### src/hdl/mer_pkg.sv
// Shared types and constants for the MIDI event mapping router.
`timescale 1ns / 1ps
package mer_pkg;

    // Input item modes
    localparam logic [1:0] MODE_CLEAR  = 2'd0;
    localparam logic [1:0] MODE_APPEND = 2'd1;
    localparam logic [1:0] MODE_EVENT  = 2'd2;
    localparam logic [1:0] MODE_SPARE  = 2'd3;

    // Entry actions
    localparam logic [2:0] ACT_TRIGGER = 3'd0;
    localparam logic [2:0] ACT_BOOL    = 3'd1;
    localparam logic [2:0] ACT_CONT    = 3'd2;
    localparam logic [2:0] ACT_TWOS    = 3'd3;
    localparam logic [2:0] ACT_SHIFT   = 3'd4;

    // Entry message kinds
    localparam logic [1:0] KIND_NOTE_ANY = 2'd0;
    localparam logic [1:0] KIND_NOTE_ON  = 2'd1;
    localparam logic [1:0] KIND_NOTE_OFF = 2'd2;
    localparam logic [1:0] KIND_CC       = 2'd3;

    // Entry output forms
    localparam logic [1:0] FORM_SCALED = 2'd0;
    localparam logic [1:0] FORM_REAL   = 2'd1;
    localparam logic [1:0] FORM_RAW    = 2'd2;

    // Result kinds
    localparam logic [1:0] OUT_TRIGGER = 2'd0;
    localparam logic [1:0] OUT_INT     = 2'd1;
    localparam logic [1:0] OUT_REAL    = 2'd2;
    localparam logic [1:0] OUT_BOOL    = 2'd3;

    // MIDI status codes
    localparam logic [7:0] STATUS_TYPE_MASK = 8'hF0;
    localparam logic [7:0] STATUS_CHAN_MASK = 8'h0F;
    localparam logic [7:0] STATUS_NOTE_OFF  = 8'h80;
    localparam logic [7:0] STATUS_NOTE_ON   = 8'h90;
    localparam logic [7:0] STATUS_CC        = 8'hB0;

    localparam int          MAX_RESULTS = 16;
    localparam int          RES_W       = 5;
    localparam int          VAL_W       = 41;
    localparam int          SUM_W       = 40;
    localparam int          DIV_W       = 44;
    localparam int          DIV_RADIX_B = 4;
    localparam int          DIV_STEPS   = DIV_W / DIV_RADIX_B;
    localparam logic [7:0]  MIDI_DIV    = 8'd127;
    localparam int          FRAC_B      = 16;

    typedef enum logic [1:0] {
        CMD_CLEAR,
        CMD_APPEND,
        CMD_EVENT
    } cmd_op_t;

    typedef struct packed {
        logic [3:0]         channel;
        logic [6:0]         number;
        logic [1:0]         kind;
        logic [2:0]         action;
        logic signed [3:0]  player;
        logic [7:0]         signal;
        logic [1:0]         form;
        logic signed [31:0] gain;
        logic signed [31:0] bias;
    } entry_t;

    typedef struct packed {
        logic [3:0] channel;
        logic [6:0] number;
        logic [6:0] value;
        logic       is_on;
        logic       is_off;
        logic       is_cc;
    } event_t;

    typedef struct packed {
        cmd_op_t op;
        entry_t  entry;
        event_t  evt;
    } cmd_t;

    typedef struct packed {
        logic [1:0]              kind;
        logic signed [3:0]       player;
        logic [7:0]              signal;
        logic signed [VAL_W-1:0] value;
        logic                    flag;
        logic                    last;
    } result_t;

    typedef enum logic [3:0] {
        S_IDLE,
        S_FETCH,
        S_EVAL,
        S_MUL,
        S_SUM,
        S_POST,
        S_SCALE,
        S_DIV,
        S_EMIT,
        S_FLUSH
    } back_state_t;

endpackage

### src/hdl/mer_fifo.sv
// Small synchronous queue carrying a packed struct.
`timescale 1ns / 1ps
module mer_fifo #(
    parameter type T     = logic,
    parameter int  DEPTH = 2
) (
    input  logic clk,
    input  logic rst_n,
    input  logic push,
    input  T     wdata,
    output logic full,
    input  logic pop,
    output logic empty,
    output T     rdata
);
    localparam int PW = (DEPTH > 1) ? $clog2(DEPTH) : 1;
    localparam int CW = $clog2(DEPTH + 1);

    T              mem [DEPTH];
    logic [PW-1:0] wr_ptr_reg, wr_ptr_next;
    logic [PW-1:0] rd_ptr_reg, rd_ptr_next;
    logic [CW-1:0] cnt_reg, cnt_next;
    logic          do_push, do_pop;

    assign full    = (cnt_reg == CW'(DEPTH));
    assign empty   = (cnt_reg == '0);
    assign do_push = push && !full;
    assign do_pop  = pop && !empty;
    assign rdata   = mem[rd_ptr_reg];

    always_comb
    begin
        wr_ptr_next = wr_ptr_reg;
        rd_ptr_next = rd_ptr_reg;
        cnt_next    = cnt_reg;
        if (do_push)
        begin
            wr_ptr_next = (wr_ptr_reg == PW'(DEPTH - 1)) ? '0 : wr_ptr_reg + 1'b1;
        end
        if (do_pop)
        begin
            rd_ptr_next = (rd_ptr_reg == PW'(DEPTH - 1)) ? '0 : rd_ptr_reg + 1'b1;
        end
        if (do_push && !do_pop)
        begin
            cnt_next = cnt_reg + 1'b1;
        end
        else if (do_pop && !do_push)
        begin
            cnt_next = cnt_reg - 1'b1;
        end
    end

    always_ff @(posedge clk or negedge rst_n)
    begin
        if (!rst_n)
        begin
            wr_ptr_reg <= '0;
            rd_ptr_reg <= '0;
            cnt_reg    <= '0;
        end
        else
        begin
            wr_ptr_reg <= wr_ptr_next;
            rd_ptr_reg <= rd_ptr_next;
            cnt_reg    <= cnt_next;
        end
    end

    always_ff @(posedge clk)
    begin
        if (do_push)
        begin
            mem[wr_ptr_reg] <= wdata;
        end
    end
endmodule

### src/hdl/mer_front.sv
// Request front end: decodes the mode and MIDI status into a command.
`timescale 1ns / 1ps
module mer_front (
    input  logic               push,
    input  logic               cmd_full,
    input  logic [1:0]         mode,
    input  logic [7:0]         event_status,
    input  logic [6:0]         event_number,
    input  logic [6:0]         event_value,
    input  logic [3:0]         entry_channel,
    input  logic [1:0]         entry_kind,
    input  logic [2:0]         entry_action,
    input  logic signed [3:0]  entry_player,
    input  logic [7:0]         entry_signal,
    input  logic [1:0]         entry_form,
    input  logic signed [31:0] entry_gain,
    input  logic signed [31:0] entry_bias,
    output logic               cmd_push,
    output mer_pkg::cmd_t      cmd
);
    import mer_pkg::*;

    logic [7:0] status_type;
    logic [7:0] status_chan;
    logic       known_mode;

    assign status_type = event_status & STATUS_TYPE_MASK;
    assign status_chan = event_status & STATUS_CHAN_MASK;

    always_comb
    begin
        known_mode = 1'b1;
        cmd.op     = CMD_CLEAR;
        unique case (mode)
            MODE_CLEAR:  cmd.op = CMD_CLEAR;
            MODE_APPEND: cmd.op = CMD_APPEND;
            MODE_EVENT:  cmd.op = CMD_EVENT;
            default:     known_mode = 1'b0;
        endcase

        cmd.entry.channel = entry_channel;
        cmd.entry.number  = event_number;
        cmd.entry.kind    = entry_kind;
        cmd.entry.action  = entry_action;
        cmd.entry.player  = entry_player;
        cmd.entry.signal  = entry_signal;
        cmd.entry.form    = entry_form;
        cmd.entry.gain    = entry_gain;
        cmd.entry.bias    = entry_bias;

        cmd.evt.channel = status_chan[3:0];
        cmd.evt.number  = event_number;
        cmd.evt.value   = event_value;
        cmd.evt.is_on   = (status_type == STATUS_NOTE_ON);
        cmd.evt.is_off  = (status_type == STATUS_NOTE_OFF);
        cmd.evt.is_cc   = (status_type == STATUS_CC);
    end

    // unknown modes are accepted and dropped here
    assign cmd_push = push && !cmd_full && known_mode;
endmodule

### src/hdl/mer_back.sv
// Back end: mapping table, table walk, value arithmetic and result ordering.
`timescale 1ns / 1ps
module mer_back #(
    parameter int TABLE_DEPTH = 16,
    parameter int SCALE_UNIT  = 1000
) (
    input  logic             clk,
    input  logic             rst_n,
    input  logic             cmd_valid,
    input  mer_pkg::cmd_t    cmd,
    output logic             cmd_pop,
    input  logic             res_full,
    output logic             res_push,
    output mer_pkg::result_t res
);
    import mer_pkg::*;

    localparam int IDX_W = (TABLE_DEPTH > 1) ? $clog2(TABLE_DEPTH) : 1;
    localparam int CNT_W = $clog2(TABLE_DEPTH + 1);
    localparam int OS_W  = $clog2(SCALE_UNIT + 1);
    localparam int SP_W  = SUM_W + OS_W;
    localparam logic [OS_W-1:0] OS_K = OS_W'(SCALE_UNIT);

    entry_t      table_mem [TABLE_DEPTH];
    entry_t      ent_reg;
    logic        mem_we;

    back_state_t             state_reg, state_next;
    logic [CNT_W-1:0]        count_reg, count_next;
    logic [CNT_W-1:0]        idx_reg, idx_next;
    logic [RES_W-1:0]        nres_reg, nres_next;
    event_t                  evt_reg, evt_next;
    logic signed [SUM_W-1:0] prod_reg, prod_next;
    logic signed [SUM_W-1:0] bterm_reg, bterm_next;
    logic signed [SUM_W-1:0] sum_reg, sum_next;
    logic                    neg_reg, neg_next;
    logic [DIV_W-1:0]        mag_reg, mag_next;
    logic [6:0]              rem_reg, rem_next;
    logic [3:0]              dcnt_reg, dcnt_next;
    logic [1:0]              okind_reg, okind_next;
    logic                    div_after_reg, div_after_next;
    result_t                 pend_reg, pend_next;
    logic                    pend_valid_reg, pend_valid_next;

    logic                    hit;
    logic                    kind_ok;
    logic signed [7:0]       mul_op;
    logic [SUM_W-1:0]        sum_abs;
    logic [SP_W-1:0]         scale_prod;
    logic [7:0]              trial;
    logic [6:0]              rem_w;
    logic [DIV_W-1:0]        quo_w;
    logic signed [VAL_W:0]   sval;
    logic signed [VAL_W-1:0] val_sat;
    result_t                 new_res;

    // table store, registered read at the walk index
    always_ff @(posedge clk)
    begin
        if (mem_we)
        begin
            table_mem[count_reg[IDX_W-1:0]] <= cmd.entry;
        end
        ent_reg <= table_mem[idx_reg[IDX_W-1:0]];
    end

    always_comb
    begin
        state_next      = state_reg;
        count_next      = count_reg;
        idx_next        = idx_reg;
        nres_next       = nres_reg;
        evt_next        = evt_reg;
        prod_next       = prod_reg;
        bterm_next      = bterm_reg;
        sum_next        = sum_reg;
        neg_next        = neg_reg;
        mag_next        = mag_reg;
        rem_next        = rem_reg;
        dcnt_next       = dcnt_reg;
        okind_next      = okind_reg;
        div_after_next  = div_after_reg;
        pend_next       = pend_reg;
        pend_valid_next = pend_valid_reg;
        cmd_pop         = 1'b0;
        mem_we          = 1'b0;
        res_push        = 1'b0;
        res             = pend_reg;
        res.last        = (state_reg == S_FLUSH);

        unique case (ent_reg.kind)
            KIND_NOTE_ANY: kind_ok = evt_reg.is_on || evt_reg.is_off;
            KIND_NOTE_ON:  kind_ok = evt_reg.is_on;
            KIND_NOTE_OFF: kind_ok = evt_reg.is_off;
            default:       kind_ok = evt_reg.is_cc;
        endcase
        hit = (ent_reg.channel == evt_reg.channel) && (ent_reg.number == evt_reg.number)
              && kind_ok && (nres_reg < RES_W'(MAX_RESULTS));

        mul_op = (ent_reg.action == ACT_TWOS) ? $signed({evt_reg.value[6], evt_reg.value})
                                              : $signed({1'b0, evt_reg.value});
        sum_abs    = sum_reg[SUM_W-1] ? SUM_W'(-sum_reg) : SUM_W'(sum_reg);
        scale_prod = mag_reg[SUM_W-1:0] * OS_K;

        // radix-16 step of division by 127: four narrow restoring steps
        rem_w = rem_reg;
        quo_w = mag_reg;
        for (int k = 0; k < DIV_RADIX_B; k++)
        begin
            trial = {rem_w, quo_w[DIV_W-1]};
            quo_w = {quo_w[DIV_W-2:0], (trial >= MIDI_DIV)};
            rem_w = (trial >= MIDI_DIV) ? 7'(trial - MIDI_DIV) : trial[6:0];
        end

        sval = $signed({1'b0, mag_reg[VAL_W-1:0]});
        if (neg_reg)
        begin
            sval = -sval;
        end
        if (sval > $signed({2'b00, {(VAL_W-1){1'b1}}}))
        begin
            val_sat = {1'b0, {(VAL_W-1){1'b1}}};
        end
        else if (sval < $signed({2'b11, {(VAL_W-1){1'b0}}}))
        begin
            val_sat = {1'b1, {(VAL_W-1){1'b0}}};
        end
        else
        begin
            val_sat = sval[VAL_W-1:0];
        end

        new_res.kind   = okind_reg;
        new_res.player = ent_reg.player[3] ? 4'sb1111 : ent_reg.player;
        new_res.signal = ent_reg.signal;
        new_res.value  = ((okind_reg == OUT_TRIGGER) || (okind_reg == OUT_BOOL)) ? '0 : val_sat;
        new_res.flag   = (okind_reg == OUT_BOOL) && (evt_reg.value != 7'd0) && !evt_reg.is_off;
        new_res.last   = 1'b0;

        unique case (state_reg)
            S_IDLE:
            begin
                if (cmd_valid)
                begin
                    cmd_pop = 1'b1;
                    unique case (cmd.op)
                        CMD_CLEAR: count_next = '0;
                        CMD_APPEND:
                        begin
                            if (count_reg < CNT_W'(TABLE_DEPTH))
                            begin
                                mem_we     = 1'b1;
                                count_next = count_reg + 1'b1;
                            end
                        end
                        CMD_EVENT:
                        begin
                            evt_next   = cmd.evt;
                            idx_next   = '0;
                            nres_next  = '0;
                            state_next = S_FETCH;
                        end
                        default: ;
                    endcase
                end
            end
            S_FETCH:
            begin
                state_next = (idx_reg >= count_reg) ? S_FLUSH : S_EVAL;
            end
            S_EVAL:
            begin
                if (hit && (ent_reg.action <= ACT_TWOS)
                    && !((ent_reg.action == ACT_BOOL) && ent_reg.player[3]))
                begin
                    state_next = S_MUL;
                end
                else
                begin
                    idx_next   = idx_reg + 1'b1;
                    state_next = S_FETCH;
                end
            end
            S_MUL:
            begin
                prod_next = SUM_W'(ent_reg.gain * mul_op);
                if (ent_reg.action == ACT_TWOS)
                begin
                    bterm_next = SUM_W'(ent_reg.bias);
                end
                else
                begin
                    bterm_next = (SUM_W'(ent_reg.bias) <<< 7) - SUM_W'(ent_reg.bias);
                end
                state_next = S_SUM;
            end
            S_SUM:
            begin
                sum_next   = prod_reg + bterm_reg;
                state_next = S_POST;
            end
            S_POST:
            begin
                neg_next       = sum_reg[SUM_W-1];
                mag_next       = DIV_W'(sum_abs);
                rem_next       = '0;
                dcnt_next      = '0;
                div_after_next = (ent_reg.action == ACT_CONT);
                unique case (ent_reg.action)
                    ACT_TRIGGER:
                    begin
                        okind_next = OUT_TRIGGER;
                        if ((ent_reg.kind == KIND_CC) && (sum_reg <= 0))
                        begin
                            idx_next   = idx_reg + 1'b1;
                            state_next = S_FETCH;
                        end
                        else
                        begin
                            state_next = S_EMIT;
                        end
                    end
                    ACT_BOOL:
                    begin
                        okind_next = OUT_BOOL;
                        state_next = S_EMIT;
                    end
                    ACT_CONT:
                    begin
                        if (ent_reg.form == FORM_REAL)
                        begin
                            okind_next = OUT_REAL;
                            state_next = S_DIV;
                        end
                        else
                        begin
                            okind_next = OUT_INT;
                            state_next = S_SCALE;
                        end
                    end
                    default:
                    begin
                        if (ent_reg.form == FORM_REAL)
                        begin
                            okind_next = OUT_REAL;
                            state_next = S_EMIT;
                        end
                        else if (ent_reg.form == FORM_RAW)
                        begin
                            okind_next = OUT_INT;
                            mag_next   = DIV_W'(sum_abs >> FRAC_B);
                            state_next = S_EMIT;
                        end
                        else
                        begin
                            okind_next = OUT_INT;
                            state_next = S_SCALE;
                        end
                    end
                endcase
            end
            S_SCALE:
            begin
                mag_next   = DIV_W'(scale_prod >> FRAC_B);
                state_next = div_after_reg ? S_DIV : S_EMIT;
            end
            S_DIV:
            begin
                mag_next  = quo_w;
                rem_next  = rem_w;
                dcnt_next = dcnt_reg + 1'b1;
                if (dcnt_reg == 4'(DIV_STEPS - 1))
                begin
                    state_next = S_EMIT;
                end
            end
            S_EMIT:
            begin
                // hold one result back so the final one can carry last
                if (!pend_valid_reg || !res_full)
                begin
                    res_push        = pend_valid_reg;
                    pend_next       = new_res;
                    pend_valid_next = 1'b1;
                    nres_next       = nres_reg + 1'b1;
                    idx_next        = idx_reg + 1'b1;
                    state_next      = S_FETCH;
                end
            end
            S_FLUSH:
            begin
                if (!pend_valid_reg)
                begin
                    state_next = S_IDLE;
                end
                else if (!res_full)
                begin
                    res_push        = 1'b1;
                    pend_valid_next = 1'b0;
                    state_next      = S_IDLE;
                end
            end
            default: state_next = S_IDLE;
        endcase
    end

    always_ff @(posedge clk or negedge rst_n)
    begin
        if (!rst_n)
        begin
            state_reg      <= S_IDLE;
            count_reg      <= '0;
            idx_reg        <= '0;
            nres_reg       <= '0;
            dcnt_reg       <= '0;
            pend_valid_reg <= 1'b0;
        end
        else
        begin
            state_reg      <= state_next;
            count_reg      <= count_next;
            idx_reg        <= idx_next;
            nres_reg       <= nres_next;
            dcnt_reg       <= dcnt_next;
            pend_valid_reg <= pend_valid_next;
        end
    end

    always_ff @(posedge clk)
    begin
        evt_reg       <= evt_next;
        prod_reg      <= prod_next;
        bterm_reg     <= bterm_next;
        sum_reg       <= sum_next;
        neg_reg       <= neg_next;
        mag_reg       <= mag_next;
        rem_reg       <= rem_next;
        okind_reg     <= okind_next;
        div_after_reg <= div_after_next;
        pend_reg      <= pend_next;
    end
endmodule

### src/hdl/midi_event_mapping_router_top.sv
// MIDI event mapping router, top level: front end, request queue, back end, result queue.
// Requests clear the mapping table, append an entry, or present a MIDI event; an event
// walks the table in order and each matching entry with an action up to ACT_TWOS
// yields a trigger, scaled or raw integer, Q16.16 real or bool result, save CC triggers
// whose sum is not above zero and bool entries with a negative player; the last result
// of an event is marked by out_last. Each entry walked is fetched, then evaluated (one
// table read port, one entry per visit); a result entry passes multiply, sum and post
// steps, then scaling for a scaled value and the division by 127 of continuous values
// (a radix-16 divide unit), then emit, which waits while the result queue is full.
// A two-deep request queue lets new requests be taken while an event is walked, and a
// two-deep result queue decouples the output side.
`timescale 1ns / 1ps
module midi_event_mapping_router_top #(
    parameter int TABLE_DEPTH = 16,
    parameter int SCALE_UNIT  = 1000
) (
    input  logic               clk,
    input  logic               rst_n,
    input  logic               push,
    output logic               full,
    input  logic [1:0]         mode,
    input  logic [7:0]         event_status,
    input  logic [6:0]         event_number,
    input  logic [6:0]         event_value,
    input  logic [3:0]         entry_channel,
    input  logic [1:0]         entry_kind,
    input  logic [2:0]         entry_action,
    input  logic signed [3:0]  entry_player,
    input  logic [7:0]         entry_signal,
    input  logic [1:0]         entry_form,
    input  logic signed [31:0] entry_gain,
    input  logic signed [31:0] entry_bias,
    output logic               empty,
    input  logic               pop,
    output logic [1:0]         out_kind,
    output logic signed [3:0]  out_player,
    output logic [7:0]         out_signal,
    output logic signed [40:0] out_value,
    output logic               out_flag,
    output logic               out_last
);
    import mer_pkg::*;

    cmd_t    fe_cmd, q_cmd;
    logic    fe_push, cmd_full, cmd_empty, cmd_pop;
    result_t be_res, q_res;
    logic    res_push, res_full;

    mer_front u_front (
        .push          (push),
        .cmd_full      (cmd_full),
        .mode          (mode),
        .event_status  (event_status),
        .event_number  (event_number),
        .event_value   (event_value),
        .entry_channel (entry_channel),
        .entry_kind    (entry_kind),
        .entry_action  (entry_action),
        .entry_player  (entry_player),
        .entry_signal  (entry_signal),
        .entry_form    (entry_form),
        .entry_gain    (entry_gain),
        .entry_bias    (entry_bias),
        .cmd_push      (fe_push),
        .cmd           (fe_cmd)
    );

    mer_fifo #(.T(cmd_t), .DEPTH(2)) u_cmd_q (
        .clk   (clk),
        .rst_n (rst_n),
        .push  (fe_push),
        .wdata (fe_cmd),
        .full  (cmd_full),
        .pop   (cmd_pop),
        .empty (cmd_empty),
        .rdata (q_cmd)
    );

    mer_back #(.TABLE_DEPTH(TABLE_DEPTH), .SCALE_UNIT(SCALE_UNIT)) u_back (
        .clk       (clk),
        .rst_n     (rst_n),
        .cmd_valid (!cmd_empty),
        .cmd       (q_cmd),
        .cmd_pop   (cmd_pop),
        .res_full  (res_full),
        .res_push  (res_push),
        .res       (be_res)
    );

    mer_fifo #(.T(result_t), .DEPTH(2)) u_res_q (
        .clk   (clk),
        .rst_n (rst_n),
        .push  (res_push),
        .wdata (be_res),
        .full  (res_full),
        .pop   (pop),
        .empty (empty),
        .rdata (q_res)
    );

    assign full       = cmd_full;
    assign out_kind   = q_res.kind;
    assign out_player = q_res.player;
    assign out_signal = q_res.signal;
    assign out_value  = q_res.value;
    assign out_flag   = q_res.flag;
    assign out_last   = q_res.last;
endmodule
### config.mk
export PLATFORM = sky130hd
export DESIGN_NAME = midi_event_mapping_router_top
export DESIGN_NICKNAME = d
export VERILOG_FILES = /design/src/hdl/mer_pkg.sv /design/src/hdl/mer_fifo.sv /design/src/hdl/mer_front.sv /design/src/hdl/mer_back.sv /design/src/hdl/midi_event_mapping_router_top.sv
export SDC_FILE = /design/constraint.sdc
export NUM_CORES = 2
export LEC_CHECK = 0
export ABC_AREA = 1
export BUFFER_PORTS_ARGS = -buffer_cell sky130_fd_sc_hd__buf_2
export CORE_UTILIZATION = 60
export DETAILED_ROUTE_END_ITERATION = 12
export GPL_ROUTABILITY_DRIVEN = 1
export PLACE_DENSITY = 0.83
export SLEW_MARGIN = 40
export SYNTH_ARGS = -nofsm -noshare
export SYNTH_HDL_FRONTEND = slang
export SYNTH_HIERARCHICAL = 1
export SYNTH_SLANG_ARGS = --single-unit
### constraint.sdc
create_clock -name clk -period 7.9 [get_ports clk]
set_clock_uncertainty 0.05 [all_clocks]
set_input_delay 0.79 -clock clk [delete_from_list [all_inputs] [get_ports clk]]
set_output_delay 0.79 -clock clk [all_outputs]
set_load 0.01 [all_outputs]
Yosys cells after proc, flatten, opt, wreduce, memory -nomap -nowiden
Memories as Yosys holds them, arrays and structs flattened. A register that Yosys moved wholly into a read port is not among the register bits.
Index checks and enable logic that the tools add are counted.
{"block": "totals", "register_bits": 284, "latch_bits": 0, "mem_bits_rw": 1852, "rom_bits": 0, "in_bits": 115, "output_inout_bits": 59, "elab_cells": 245, "memories": 3}
{"name": "u_back.table_mem", "depth": 16, "word_bits": 94, "read_ports": 1, "rd_clocked_by_memory_dff": 1, "write_ports": 1, "line": "mer_back.sv:24", "source": "entry_t table_mem [TABLE_DEPTH];"}
{"name": "u_cmd_q.mem", "depth": 2, "word_bits": 117, "read_ports": 1, "rd_clocked_by_memory_dff": 0, "write_ports": 1, "line": "mer_fifo.sv:19", "source": "T mem [DEPTH];"}
{"name": "u_res_q.mem", "depth": 2, "word_bits": 57, "read_ports": 1, "rd_clocked_by_memory_dff": 0, "write_ports": 1, "line": "mer_fifo.sv:19"}
{"block": "classes", "addsub": 20, "mul": 2, "div": 0, "order_cmp": 11, "n_eq_ne": 39, "shifts": 0, "mux": 76, "bitwise": 1, "n_reduce_logical": 60}
{"cell": "40-bit two-way mux", "n": 4}
{"cell": "44-bit one-hot mux with 3 select lines", "n": 1}
{"cell": "44-bit two-way mux", "n": 2}
{"cell": "4-bit two-way mux", "n": 12}
{"cell": "40-bit by 7-bit multiplier with 47-bit output, second input constant", "n": 1}
{"cell": "42-bit by 41-bit > comparator with 1-bit output, second input constant", "n": 1}
{"cell": "42-bit by 41-bit < comparator with 1-bit output, second input constant", "n": 1}
{"cell": "42-bit two-way mux", "n": 1}
{"cell": "41-bit negation with 42-bit output", "n": 1}
{"cell": "41-bit two-way mux", "n": 1}
{"cell": "40-bit adder", "n": 1}
{"cell": "40-bit by 1-bit less-or-equal comparator with 1-bit output, second input constant", "n": 1}
{"cell": "32-bit by 8-bit multiplier with 40-bit output", "n": 1}
{"cell": "5-bit two-way mux", "n": 8}
{"cell": "40-bit negation", "n": 1}
{"cell": "4-bit one-hot mux with 10 select lines", "n": 1}
{"cell": "39-bit by 32-bit subtractor with 40-bit output", "n": 1}
{"cell": "8-bit by 7-bit >= comparator with 1-bit output, second input constant", "n": 4}
{"cell": "7-bit two-way mux", "n": 4}
{"cell": "7-bit subtractor, second input constant", "n": 4}
{"cell": "4-bit equality test, second input constant", "n": 6}
{"cell": "1-bit two-way mux", "n": 24}
{"cell": "5-bit one-hot mux with 2 select lines", "n": 2}
{"cell": "5-bit one-hot mux with 4 select lines", "n": 1}
{"cell": "other kinds (46)", "n": 125}

Longest topological paths before layout
{"block": "logic_depth", "word_depth": 10, "depth_mapped": 29, "depth_no_buf": 29}

Hierarchy
The synthesis kept the hierarchy.
{"module": "mer_back", "instances": 1, "cells_per_inst": 8134, "area_per_inst_um2": 93618.5, "seq_area_each_um2": 55213.0}
{"module": "mer_fifo (u_cmd_q)", "instances": 1, "cells_per_inst": 642, "area_per_inst_um2": 8707.1, "seq_area_each_um2": 7126.8}
{"module": "mer_fifo (u_res_q)", "instances": 1, "cells_per_inst": 330, "area_per_inst_um2": 4389.2, "seq_area_each_um2": 3523.4}
{"module": "mer_front", "instances": 1, "cells_per_inst": 131, "area_per_inst_um2": 914.6, "seq_area_each_um2": 0.0}
{"module": "midi_event_mapping_router_top", "instances": 1, "cells_per_inst": 1, "area_per_inst_um2": 3.8, "seq_area_each_um2": 0.0}

Worst setup path after synthesis
Ideal clock, no wire load.
{"block": "synth_path", "kind": "in2reg", "start": "input port mode[0]", "end": "memory u_cmd_q/mem[1][0] (netlist name) (enable)", "setup_ps": 594, "arrival_ps": 5953, "required_time_ps": 7256, "setup_slack_ps": 1303, "stages": 5, "n_path_buf": 0, "path_cell_list": "nand2_1 inv_1 nor2_1 o21ai_0 nor2_1"}
{"block": "synth_between", "elab_chain_cells": 7, "word_cells_on_any_way": 9, "cone_classes": "eq/ne (2); mux (3); reduce/logical (4)"}
{"element": "start, declared", "line": "midi_event_mapping_router_top.sv:21", "source": "input logic [1:0] mode,"}
{"element": "2-bit by 1-bit equality test with 1-bit output (tied with other cells)", "line": "mer_front.sv:34", "source": "unique case (mode)"}
{"element": "3-bit OR reduction (no source line) *"}
{"element": "1-bit two-way mux *", "line": "mer_front.sv:34"}
{"element": "1-bit logical AND *", "line": "mer_front.sv:60", "source": "assign cmd_push = push && !cmd_full && known_mode;"}
{"element": "via fe_push", "line": "midi_event_mapping_router_top.sv:45", "source": "logic fe_push, cmd_full, cmd_empty, cmd_pop;"}
{"element": "1-bit logical AND *", "line": "mer_fifo.sv:27", "source": "assign do_push = push && !full;"}
{"element": "1-bit two-way mux *", "line": "mer_fifo.sv:72", "source": "if (do_push)"}
{"element": "1-bit two-way mux (not written as such) *", "line": "mer_fifo.sv:74", "source": "mem[wr_ptr_reg] <= wdata;"}
{"element": "end, declared", "line": "mer_fifo.sv:19"}
The timed path passes the listed nets; every way through them passes the cells marked *.

Worst setup path in the final report
{"block": "layout_path", "start": "register u_back/ent_reg[79] (netlist name)", "end": "register u_back.prod_reg[30] (data pin)"}
{"block": "layout_between", "elab_chain_cells": 3}
{"element": "3-bit by 2-bit equality test with 1-bit output", "line": "mer_back.sv:100", "source": "mul_op = (ent_reg.action == ACT_TWOS) ? $signed({evt_reg.value[6], evt_reg.value})"}
{"element": "8-bit two-way mux", "line": "mer_back.sv:100"}
{"element": "32-bit by 8-bit multiplier with 40-bit output", "line": "mer_back.sv:186", "source": "prod_next = SUM_W'(ent_reg.gain * mul_op);"}
{"element": "end signal, assigned", "line": "mer_back.sv:332", "source": "prod_reg <= prod_next;"}
{"element": "end, declared", "line": "mer_back.sv:33", "source": "logic signed [SUM_W-1:0] prod_reg, prod_next;"}
No other way between the ends.
A chain may end at the register's enable or synchronous reset.

==> reports/qor.txt <==
Global route overflow -> 0
FP Rows -> 155
Number of synthesized flops with an enable pin -> 2104
DR iter-0 viols -> 9214
Mapped Cells -> 9238
Initial Util -> 60.4%
Residual DRC -> 0
WP data arrival -> 6.80 ns
DRT antenna net count -> 0
IO buf count -> 173
Setup crit start kind -> register
TritonRoute pass-1 iters -> 7
Endpoints failing setup -> 0
Crit path time final -> 6.25 ns
Final Max Tran Viols -> 0
Root Driver -> clkbuf_16
Total Routed Length -> 274000 um
Worst Tran Pin Value -> 0.997 ns
Die area -> 181000 um^2
CORE AREA -> 178000 um^2
Status -> finished clean
Final Hold Vio Count -> 0
Routed wire per std cell -> 23.3 um
First-pass GRT wire length -> 412000 um
Fraction of registers with async set/reset -> 1.43%
CTS buffer count -> 212
R2r setup slk -> 1.65 ns
Unrepaired setup endpoints after global routing -> false
Total of max-cap violations -> 0
Final total negative setup slack -> 0 ns
Total GRT Usage -> 29.9%
Post-synthesis sequential area ratio -> 61.2%
Critical path fanouts, max -> 31
Worst-Skew Late Latency -> 0.88 ns
Yosys cell types -> 65
CTS max path bufs -> 3
Worst hold slack -> 0.0549 ns
Ys Warns -> 6
CTS tree -> done
Ports -> 174
Relative slew slack -> 33.5%
Die Span X -> 426 um
Post-CTS setup buffer count -> 0
Worst min-delay path class -> input port to register
Sink Count -> 2230
Layout net count -> 9983
Critical path type -> register to register
Mapped Area -> 108000 um^2
Die H -> 426 um
Max reg flops -> 1504
Hold Buf Count CTS -> 26
Post-cts resize count -> 0
Detailed placer's ending HPWL -> 162000 um
Largest net degree at the start of global routing -> 215
Via count -> 72600
Crit end category -> register
F_max -> 160 MHz
Clock transition at path regs -> 0.06 ns
Synthesized area per cell -> 11.7 um^2
#FFs+latches synth -> 2230
Primary FF master, synth -> edfxtp_1
Vias/cell -> 6.17
Mapped Nets -> 10000
H-tree Lvls -> 4
GPL Wtd Cong -> 0.942
Tcrit/Tclk final -> 79.2%
Synthesis-to-finish area growth -> 9.49%
Vias in the first global route -> 71900
Share of cells above drive strength 1 -> 7.38%
Required @ worst endpoint -> 8.45 ns
Initial antenna violation count -> 17
==> stage by stage <==
stage	instance area [um^2]	setup WS (ns)	utilization, %	cells
2_1_floorplan	108000	1.30	-	9238
3_3_place_gp	110000	1.68	61.7	11300
3_5_place_dp	110000	1.66	61.9	11300
4_1_cts	118000	1.62	66.0	11700
5_1_grt	118000	1.13	66.1	11800
6_report	118000	1.65	66.1	11800
==> final timing paths <==
| kind | from | end | depth (start not counted) |
|---|---|---|---|
| setup / recovery | u_back/ent_reg[79] | u_back/prod_reg[30] | 26 |
| hold / removal | entry_action[1] | u_cmd_q/mem[1][100] | 1 |
| setup reg to reg | u_back/ent_reg[79] | u_back/prod_reg[30] | 26 |
| hold reg to reg | u_back/ent_reg[68] | u_back/res[45] | 0 |
| max in group asynchronous | rst_n | u_cmd_q/rd_ptr_reg | 2 |
| min in group asynchronous | rst_n | u_res_q/cnt_reg[0] | 2 |
==> worst max-delay path, cell delays in order (launching register included) <==
cell and delay, ns:
dfxtp_1 0.40, nand3_1 0.16, nor2_1 0.45, inv_1 0.10
buf_4 0.26, nor2_1 0.17, fa_1 0.44, inv_1 0.09
fa_1 0.43, fa_1 0.47, fa_1 0.49, inv_1 0.04
ha_1 0.32, nand2_1 0.09, inv_1 0.04, a21oi_1 0.23
o21ai_1 0.13, a21boi_0 0.29, o21ai_1 0.16, a21oi_1 0.24
o21ai_1 0.13, a21oi_1 0.28, o21ai_0 0.18, nand2_1 0.09
inv_1 0.05, o21bai_1 0.12, nand2_1 0.06
==> final cells by class <==
class | instances | area (um^2)
Sequential cell | 2230 | 65900
Fill cell | 11900 | 60400
Multi-Input combinational cell | 5446 | 35500
Clock buffer | 285 | 5830
Inverter | 1031 | 3900
Tap cell | 2355 | 2950
Timing Repair Buffer | 290 | 2470
Clock inverter | 114 | 1260
Antenna cell | 8 | 20.0
==> metal layers <==
metal / GRT usage (%) / vias to the layer above / share of wire [%]
met1: 39.6 / 35400 / 37
li1: - / 31800 / -
met2: 48.5 / 4608 / 48
met5: 0 / - / 0.030
met4: 12.9 / 14 / 4.0
met3: 5.41 / 757 / 10
==> cell usage after synthesis (42+ instances only) <==
| cell type | n | area, um^2 |
|---|---|---|
| inv_1 | 1018 | 3820 |
| nor3_1 | 42 | 210 |
| buf_4 | 118 | 886 |
| o221ai_1 | 163 | 1430 |
| nand3_1 | 286 | 1430 |
| xnor2_1 | 66 | 578 |
| dfxtp_1 | 94 | 1880 |
| a21oi_1 | 252 | 1260 |
| nor2_1 | 1116 | 4190 |
| ha_1 | 308 | 3850 |
| fa_1 | 349 | 6990 |
| o32ai_1 | 221 | 1940 |
| o21ai_0 | 589 | 2950 |
| mux2i_1 | 156 | 1560 |
| nand2_1 | 1441 | 5410 |
| a31oi_1 | 42 | 263 |
| xor2_1 | 133 | 1160 |
| edfxtp_1 | 2104 | 63200 |
| o211ai_1 | 52 | 390 |
| clkbuf_1 | 333 | 1250 |
==> cell families after synthesis <==
| family | synth area share [%] |
|---|---|
| AOI/OAI and AO/OA | 8.43 |
| muxes | 1.45 |
| xor gates and xnor gates | 1.62 |
| adders and majority gates | 10.1 |
| DFF | 61.2 |
| and+or+nand+nor | 11.3 |
| buffers and inverters | 5.97 |
==> cells in the final DEF (no fill, tap or decap), types with 27 or more instances in the layout <==
| cell | synthesis | layout |
|---|---|---|
| edfxtp_1 | 2104 | 2104 |
| nand2_1 | 1441 | 1440 |
| nor2_1 | 1116 | 1092 |
| inv_1 | 1018 | 1014 |
| o21ai_0 | 589 | 589 |
| fa_1 | 349 | 349 |
| ha_1 | 308 | 308 |
| nand3_1 | 286 | 286 |
| a21oi_1 | 252 | 252 |
| o32ai_1 | 221 | 221 |
| clkbuf_16 | 0 | 213 |
| buf_2 | 20 | 172 |
| o221ai_1 | 163 | 163 |
| mux2i_1 | 156 | 156 |
| xor2_1 | 133 | 133 |
| dfxtp_1 | 94 | 94 |
| xnor2_1 | 66 | 66 |
| o211ai_1 | 52 | 52 |
| clkbuf_1 | 333 | 49 |
| nor3_1 | 42 | 42 |
| a31oi_1 | 42 | 42 |
| buf_4 | 118 | 41 |
| clkinv_1 | 4 | 40 |
| nor2_4 | 7 | 30 |
| clkinv_2 | 0 | 29 |
| nand4_1 | 29 | 29 |
| dfrtp_1 | 32 | 27 |
Power is not shown: default switching activity piles up to over one toggle a cycle in this logic, so the estimate is an artifact.
